## config.mk

```make
export PLATFORM = sky130hd
export DESIGN_NAME = hysteresis_load_shed_controller_unit
export DESIGN_NICKNAME = d
export VERILOG_FILES = /design/src/rtl/hlsc_pkg.sv /design/src/rtl/hysteresis_load_shed_controller_unit.sv /design/src/rtl/hlsc_decide.sv
export VERILOG_INCLUDE_DIRS = /design/src /design/src/rtl
export SDC_FILE = /design/constraint.sdc
export NUM_CORES = 1
export LEC_CHECK = 0
export ABC_CLOCK_PERIOD_IN_PS = 4200
export BUFFER_PORTS_ARGS = -buffer_cell sky130_fd_sc_hd__buf_2
export CORE_MARGIN = 10
export CORE_UTILIZATION = 40
export DETAILED_ROUTE_END_ITERATION = 8
export PLACE_DENSITY = 0.55
export SLEW_MARGIN = 40
export SYNTH_ARGS = -nofsm -noshare
export SYNTH_HDL_FRONTEND = slang
export SYNTH_SLANG_ARGS = --single-unit
```

## constraint.sdc

```tcl
create_clock -name aclk -period 4.2 [get_ports aclk]
set_input_delay 0.42 -clock aclk [delete_from_list [all_inputs] [get_ports aclk]]
set_output_delay 0.42 -clock aclk [all_outputs]
set_load 0.1 [all_outputs]
```

## src/rtl/hysteresis_load_shed_controller_unit_defines.svh

```systemverilog
// assertion macros used by the controller unit
`ifndef HYSTERESIS_LOAD_SHED_CONTROLLER_UNIT_DEFINES_SVH
`define HYSTERESIS_LOAD_SHED_CONTROLLER_UNIT_DEFINES_SVH

// same-cycle implication, disabled while reset is low
`define HLSC_ASSERT_NOW(label, clk, rstn, ante, cons, msg) \
    label: assert property (@(posedge clk) disable iff (!rstn) (ante) |-> (cons)) \
        else $error(msg);

// next-cycle implication, disabled while reset is low
`define HLSC_ASSERT_NEXT(label, clk, rstn, ante, cons, msg) \
    label: assert property (@(posedge clk) disable iff (!rstn) (ante) |=> (cons)) \
        else $error(msg);

`endif

```

## src/rtl/hlsc_pkg.sv

```systemverilog
`default_nettype none

package hlsc_pkg;

    localparam int SAMPLE_W = 12;
    localparam int HOLD_W   = 20;
    localparam int LEVEL_W  = 2;
    localparam int CFG_IDX_W = 3;
    localparam int CFG_W    = 20;

    // load levels
    typedef enum logic [LEVEL_W-1:0] {
        LVL_OFF = 2'd0,
        LVL_PV  = 2'd1,
        LVL_HP  = 2'd2,
        LVL_ALL = 2'd3
    } level_t;

    // configuration register indexes
    typedef enum logic [CFG_IDX_W-1:0] {
        REG_PV_OFF   = 3'd0,
        REG_PV_ON    = 3'd1,
        REG_HP_OFF   = 3'd2,
        REG_HP_ON    = 3'd3,
        REG_HPPV_OFF = 3'd4,
        REG_HPPV_ON  = 3'd5,
        REG_HOLD     = 3'd6
    } reg_index_t;

    localparam logic [SAMPLE_W-1:0] PV_OFF_RST   = 12'd300;
    localparam logic [SAMPLE_W-1:0] PV_ON_RST    = 12'd700;
    localparam logic [SAMPLE_W-1:0] HP_OFF_RST   = 12'd1100;
    localparam logic [SAMPLE_W-1:0] HP_ON_RST    = 12'd1600;
    localparam logic [SAMPLE_W-1:0] HPPV_OFF_RST = 12'd1200;
    localparam logic [SAMPLE_W-1:0] HPPV_ON_RST  = 12'd2900;
    localparam logic [HOLD_W-1:0]   HOLD_RST     = 20'd1250;

    typedef struct packed {
        logic [SAMPLE_W-1:0] pv_off;
        logic [SAMPLE_W-1:0] pv_on;
        logic [SAMPLE_W-1:0] hp_off;
        logic [SAMPLE_W-1:0] hp_on;
        logic [SAMPLE_W-1:0] hppv_off;
        logic [SAMPLE_W-1:0] hppv_on;
        logic [HOLD_W-1:0]   hold_ticks;
    } thresholds_t;

    typedef struct packed {
        level_t            level;
        logic [HOLD_W-1:0] hold;
        logic              changed;
    } decision_t;

endpackage

`default_nettype wire

```

## src/rtl/hysteresis_load_shed_controller_unit.sv

```systemverilog
// Battery load-shed controller: one 12-bit filtered voltage sample per request in,
// one result per sample out, in order. The sample is captured in an input register;
// from there the threshold compare and the level/countdown update run into the state and
// the result register once the result slot is free or being drained, so with m_tready high
// the block takes a sample every cycle. The throughput is one sample per cycle while the
// receiver keeps m_tready high. Thresholds and the stay-off length are written through
// the cfg port; the user must write them only while idle, the block does not enforce it.
`default_nettype none

module hysteresis_load_shed_controller_unit (
    input  wire logic                               aclk,
    input  wire logic                               aresetn,

    // configuration write port
    input  wire logic                               cfg_we,
    input  wire logic [hlsc_pkg::CFG_IDX_W-1:0]     cfg_index,
    input  wire logic [hlsc_pkg::CFG_W-1:0]         cfg_data,

    // sample stream
    input  wire logic                               s_tvalid,
    output logic                                    s_tready,
    input  wire logic [15:0]                        s_tdata,  // [11:0] sample, rest zero

    // result stream
    output logic                                    m_tvalid,
    input  wire logic                               m_tready,
    output logic [7:0]                              m_tdata   // [1:0] level, [2] pv_enable,
                                                              // [3] hp_enable, [4] hppv_enable,
                                                              // [5] level_changed, [7:6] zero
);

    // configuration registers
    hlsc_pkg::thresholds_t thr_reg;

    // input stage
    logic                            in_valid_reg;
    logic [hlsc_pkg::SAMPLE_W-1:0]   sample_reg;

    // controller state
    hlsc_pkg::level_t                level_reg;
    logic [hlsc_pkg::HOLD_W-1:0]     hold_reg;

    // result register
    logic                            out_valid_reg;
    hlsc_pkg::level_t                out_level_reg;
    logic                            out_changed_reg;

    hlsc_pkg::decision_t             dec;
    logic                            proc_go;
    logic                            in_take;

    // the update stage fires when a sample is held and the result slot is free or being drained
    assign proc_go  = in_valid_reg && (!out_valid_reg || m_tready);
    assign s_tready = !in_valid_reg || proc_go;
    assign in_take  = s_tvalid && s_tready;

    // register writes, out-of-range index ignored
    always_ff @(posedge aclk) begin
        if (!aresetn) begin
            thr_reg.pv_off     <= hlsc_pkg::PV_OFF_RST;
            thr_reg.pv_on      <= hlsc_pkg::PV_ON_RST;
            thr_reg.hp_off     <= hlsc_pkg::HP_OFF_RST;
            thr_reg.hp_on      <= hlsc_pkg::HP_ON_RST;
            thr_reg.hppv_off   <= hlsc_pkg::HPPV_OFF_RST;
            thr_reg.hppv_on    <= hlsc_pkg::HPPV_ON_RST;
            thr_reg.hold_ticks <= hlsc_pkg::HOLD_RST;
        end else if (cfg_we) begin
            case (cfg_index)
                hlsc_pkg::REG_PV_OFF:   thr_reg.pv_off     <= cfg_data[hlsc_pkg::SAMPLE_W-1:0];
                hlsc_pkg::REG_PV_ON:    thr_reg.pv_on      <= cfg_data[hlsc_pkg::SAMPLE_W-1:0];
                hlsc_pkg::REG_HP_OFF:   thr_reg.hp_off     <= cfg_data[hlsc_pkg::SAMPLE_W-1:0];
                hlsc_pkg::REG_HP_ON:    thr_reg.hp_on      <= cfg_data[hlsc_pkg::SAMPLE_W-1:0];
                hlsc_pkg::REG_HPPV_OFF: thr_reg.hppv_off   <= cfg_data[hlsc_pkg::SAMPLE_W-1:0];
                hlsc_pkg::REG_HPPV_ON:  thr_reg.hppv_on    <= cfg_data[hlsc_pkg::SAMPLE_W-1:0];
                hlsc_pkg::REG_HOLD:     thr_reg.hold_ticks <= cfg_data[hlsc_pkg::HOLD_W-1:0];
                default: ;
            endcase
        end
    end

    // input register
    always_ff @(posedge aclk) begin
        if (!aresetn) begin
            in_valid_reg <= 1'b0;
        end else if (s_tready) begin
            in_valid_reg <= s_tvalid;
        end
    end

    always_ff @(posedge aclk) begin
        if (in_take) begin
            sample_reg <= s_tdata[hlsc_pkg::SAMPLE_W-1:0];
        end
    end

    // threshold compare and level/countdown update
    hlsc_decide u_decide (
        .sample    (sample_reg),
        .cur_level (level_reg),
        .cur_hold  (hold_reg),
        .thr       (thr_reg),
        .dec       (dec)
    );

    // state advances once per processed sample
    always_ff @(posedge aclk) begin
        if (!aresetn) begin
            level_reg <= hlsc_pkg::LVL_OFF;
            hold_reg  <= '0;
        end else if (proc_go) begin
            level_reg <= dec.level;
            hold_reg  <= dec.hold;
        end
    end

    // result register
    always_ff @(posedge aclk) begin
        if (!aresetn) begin
            out_valid_reg <= 1'b0;
        end else if (proc_go) begin
            out_valid_reg <= 1'b1;
        end else if (m_tready) begin
            out_valid_reg <= 1'b0;
        end
    end

    always_ff @(posedge aclk) begin
        if (proc_go) begin
            out_level_reg   <= dec.level;
            out_changed_reg <= dec.changed;
        end
    end

    // relay enables decoded from the registered level
    assign m_tvalid = out_valid_reg;
    assign m_tdata  = {2'b00,
                       out_changed_reg,
                       (out_level_reg == hlsc_pkg::LVL_ALL),
                       (out_level_reg >= hlsc_pkg::LVL_HP),
                       (out_level_reg != hlsc_pkg::LVL_OFF),
                       out_level_reg};

`include "hysteresis_load_shed_controller_unit_defines.svh"

    // a running countdown above one just counts down
    `HLSC_ASSERT_NEXT(a_hold_counts_down, aclk, aresetn, proc_go && (hold_reg > 20'd1), hold_reg == $past(hold_reg) - 1'b1, "hold countdown did not decrement")

    // no rise while the countdown still runs after this sample
    `HLSC_ASSERT_NEXT(a_no_rise_in_hold, aclk, aresetn, proc_go && (hold_reg > 20'd1), level_reg <= $past(level_reg), "level rose during hold")

    // state only moves with a processed sample
    `HLSC_ASSERT_NEXT(a_state_stable_idle, aclk, aresetn, !proc_go, $stable(level_reg) && $stable(hold_reg), "state changed without a sample")

    // a fresh result reports a change exactly when the level moved
    `HLSC_ASSERT_NEXT(a_changed_flag, aclk, aresetn, proc_go, out_changed_reg == (level_reg != $past(level_reg)), "level_changed disagrees with level update")

endmodule

`default_nettype wire

```

## src/rtl/hlsc_decide.sv

```systemverilog
`default_nettype none

module hlsc_decide (
    input  wire logic [hlsc_pkg::SAMPLE_W-1:0] sample,
    input  wire hlsc_pkg::level_t              cur_level,
    input  wire logic [hlsc_pkg::HOLD_W-1:0]   cur_hold,
    input  wire hlsc_pkg::thresholds_t         thr,
    output hlsc_pkg::decision_t                dec
);

    logic [hlsc_pkg::HOLD_W-1:0] hold_dec;
    hlsc_pkg::level_t            cand;
    logic                        drop;
    logic                        rise;
    logic                        hold_idle;

    always_comb begin
        hold_dec = (cur_hold != '0) ? cur_hold - 1'b1 : cur_hold;
        hold_idle = (hold_dec == '0);

        // candidate level, first matching test wins
        case (cur_level)
            hlsc_pkg::LVL_OFF: begin
                if (sample > thr.hppv_on)     cand = hlsc_pkg::LVL_ALL;
                else if (sample > thr.hp_on)  cand = hlsc_pkg::LVL_HP;
                else if (sample > thr.pv_on)  cand = hlsc_pkg::LVL_PV;
                else                          cand = hlsc_pkg::LVL_OFF;
            end
            hlsc_pkg::LVL_PV: begin
                if (sample > thr.hppv_on)     cand = hlsc_pkg::LVL_ALL;
                else if (sample > thr.hp_on)  cand = hlsc_pkg::LVL_HP;
                else if (sample < thr.pv_off) cand = hlsc_pkg::LVL_OFF;
                else                          cand = hlsc_pkg::LVL_PV;
            end
            hlsc_pkg::LVL_HP: begin
                if (sample > thr.hppv_on)     cand = hlsc_pkg::LVL_ALL;
                else if (sample < thr.pv_off) cand = hlsc_pkg::LVL_OFF;
                else if (sample < thr.hp_off) cand = hlsc_pkg::LVL_PV;
                else                          cand = hlsc_pkg::LVL_HP;
            end
            default: begin
                if (sample < thr.pv_off)        cand = hlsc_pkg::LVL_OFF;
                else if (sample < thr.hp_off)   cand = hlsc_pkg::LVL_PV;
                else if (sample < thr.hppv_off) cand = hlsc_pkg::LVL_HP;
                else                            cand = hlsc_pkg::LVL_ALL;
            end
        endcase

        drop = (cand < cur_level);
        rise = (cand > cur_level) && hold_idle;

        // a drop only arms an idle countdown
        dec.hold    = (drop && hold_idle) ? thr.hold_ticks : hold_dec;
        dec.changed = drop || rise;
        dec.level   = (drop || rise) ? cand : cur_level;
    end

endmodule

`default_nettype wire

```

==> results.cfg <==
[yosys]
syn_inst = 902
synthTopCellsByArea = dfxtp_1 (32%), ha_1 (12%), nand2_1 (9.7%), a21oi_1 (6.7%), edfxtp_1 (6.2%)
seq_area_frac_synth = 0.379
syn_area_per_cell_um2 = 8.11
ys_warn_count = 0
synth_edf_count = 15
ys_types = 76
async_reset_ff_frac = 0
yosys_register_bits = 131
yosys.area.top_type_share = 0.317
synth_ff_type = dfxtp_1
synth_area_um2 = 7320
yosys.area.top_type = dfxtp_1

[pwr]
leakagePower_nw = 3.31
p_per_area_nw_per_um2 = 470
ir_drop_uv = 331
power_mw = 3.90

[floorplanning]
initial_utilization = 0.407
die_w_um = 155
core_area_um2 = 18000
fp.dieH_um = 155
die_area_um2 = 24100
ios = 54
rows = 49

[job]
cap_violations = 0

[worst_setup_path]
critPathMaxStageDelay_ps = 560
critPathKind = flop to flop
startpoint_type = flop
worstPathArrival_ps = 4140
required_ps = 4550
path_buf_inv = 3
path_delay_family = compound AO/OA/AOI/OAI gates
cp_slowest_cell = edfxtp_1
cp_max_fo = 11
setup.worst_path.end_class = flop
path_cells = ha_1 -> a21o_1 -> a221o_1 -> a221oi_1 -> a21oi_1 -> o21ai_0 -> o21ai_0 -> a31o_2 -> inv_1 -> ha_1 -> inv_1 -> a21o_1 -> nand2b_1 -> nor4_2 -> buf_4 -> a32oi_1 -> a21oi_1

[clock_tree]
clock_sinks = 131
clk_root_buffer_cell = clkbuf_16
clkTransAtPathRegs_ps = 60
cts_tree = yes
htreeDepth = 4
cts_buffers = 17
clock_latency_ps = 430
clockBufferDepth = 2
cts_resized = 0
post_cts_buffers = 0
hold_buffers = 0

[route]
via_per_inst = 5.38
wirelength_um = 19800
avgRoutedWirePerCell_um = 16.8
drtIter0Drc = 383
vias = 6339
route.detailed.drc = 0
ant_nets = 0
firstDrtPassIters = 5

[grt]
grt_max_degree = 56
grt_pass1_wl_um = 32900
groute.usage.overall = 0.170
grt.overflow.total = 0
antenna_found_initial = 0
grt_pass1_vias = 6155

[status]
status = finished, final reports clean

[finish]
largest_reg_flops = 92
layout_commonest_cell = nand2_1
layout.nets = 1054
final_cell_count_no_fill = 1179
layout-drive-gt1-share = 0.122
fin_area_um2 = 8300
layout_common_cells = nand2_1 (190), dfxtp_1 (116), a21oi_1 (98)
areaGrowthSynthToFinish_pct = 13.4
diodes = 0

[sta]
final_max_slew_viol_count = 0
finalCritPeriodShare = 0.902
clock_skew_ps = 12.0
slew_headroom = 0.497
fin_setup_tns_ps = 0
finalCriticalPeriod_ps = 3790
rsz0062_at_grt = no
hold_viol = 0
tightest_slew_ps = 748
max_freq_mhz = 264
setup-violations-final = 0

[placed_design]
post-dp-hpwl_um = 14300
port_buffers = 47
place.detailed.instances = 1147
place_congestion = 0.858
placed_cell_area_um2 = 7740

[hold_path]
hp-class = primary input to flop
-- area by class of cell --
class / count / area, um2
inverters: 83 / 314
multi-input cells: 644 / 4030
clock inverters: 14 / 130
clock buffers: 18 / 429
flip-flops and latches: 131 / 2770
fillers: 1826 / 9660
well taps: 229 / 287
repair buffers: 60 / 333
-- per-stage QoR --
| stage | hold WS [ps] | util | worst slack, ps |
|---|---|---|---|
| after floorplan | 432 | - | 909 |
| after global placement | 439 | 0.430 | 450 |
| after detailed placement | 446 | 0.431 | 444 |
| after CTS | 144 | 0.462 | 411 |
| after global routing | 141 | 0.462 | 35.5 |
| final | 159 | 0.462 | 410 |
-- report_power, final --
part           internal, mW  switching, mW
combinational         0.382          0.661
sequential             1.34          0.103
clock                 0.819          0.597
-- cell usage after synthesis (3+ instances only) --
master and instances:
nor3_1 17, a21oi_1 98, inv_1 82, a211oi_1 9, mux2i_1 5, nand2_1 190
dfxtp_1 116, nor2b_1 7, a32oi_1 4, o41ai_1 3, ha_1 73, o211ai_1 33
o21ai_0 28, a221oi_1 3, nor4_1 8, or2_2 3, a221oi_2 3, clkbuf_1 29
and4_1 4, buf_1 3, nand3_1 24, a31oi_1 5, and2_1 7, a21o_1 10
nand3b_1 3, buf_2 5, or3_1 3, nor2_1 32, edfxtp_1 15, buf_4 4
xor2_1 3, nand4_1 12, nand2b_1 8
-- cell families after synthesis --
kind of cell,Yosys count,share of synthesized area
buffers and inverters,128,0.0713
XOR/XNOR,4,0.00479
flip-flops,131,0.379
AO/OA/AOI/OAI,223,0.197
other,1,0.000512
adder cells (fa/ha/maj),73,0.125
multiplexers,6,0.00838
AND/OR/NAND/NOR,336,0.215
-- layer usage --
layer  track usage  up-vias  share of wire
met2         0.268      145           0.45
met3        0.0405       30          0.049
met5             0        -              0
li1              -     3232              -
met1         0.223     2932           0.49
met4        0.0561        0          0.019
-- worst paths after layout --
path | from | endpoint | slack, ps | cells past startpoint
hold / removal | s_tdata[8] | sample_reg[8] | 160 | 1
setup / recovery | sample_reg[5] | hold_reg[13] | 410 | 17
setup reg to reg | sample_reg[5] | hold_reg[13] | 410 | 17
hold reg to reg | thr_reg[80] | thr_reg[80] | 450 | 2
Note: power is estimated with default switching activity, not from simulation.
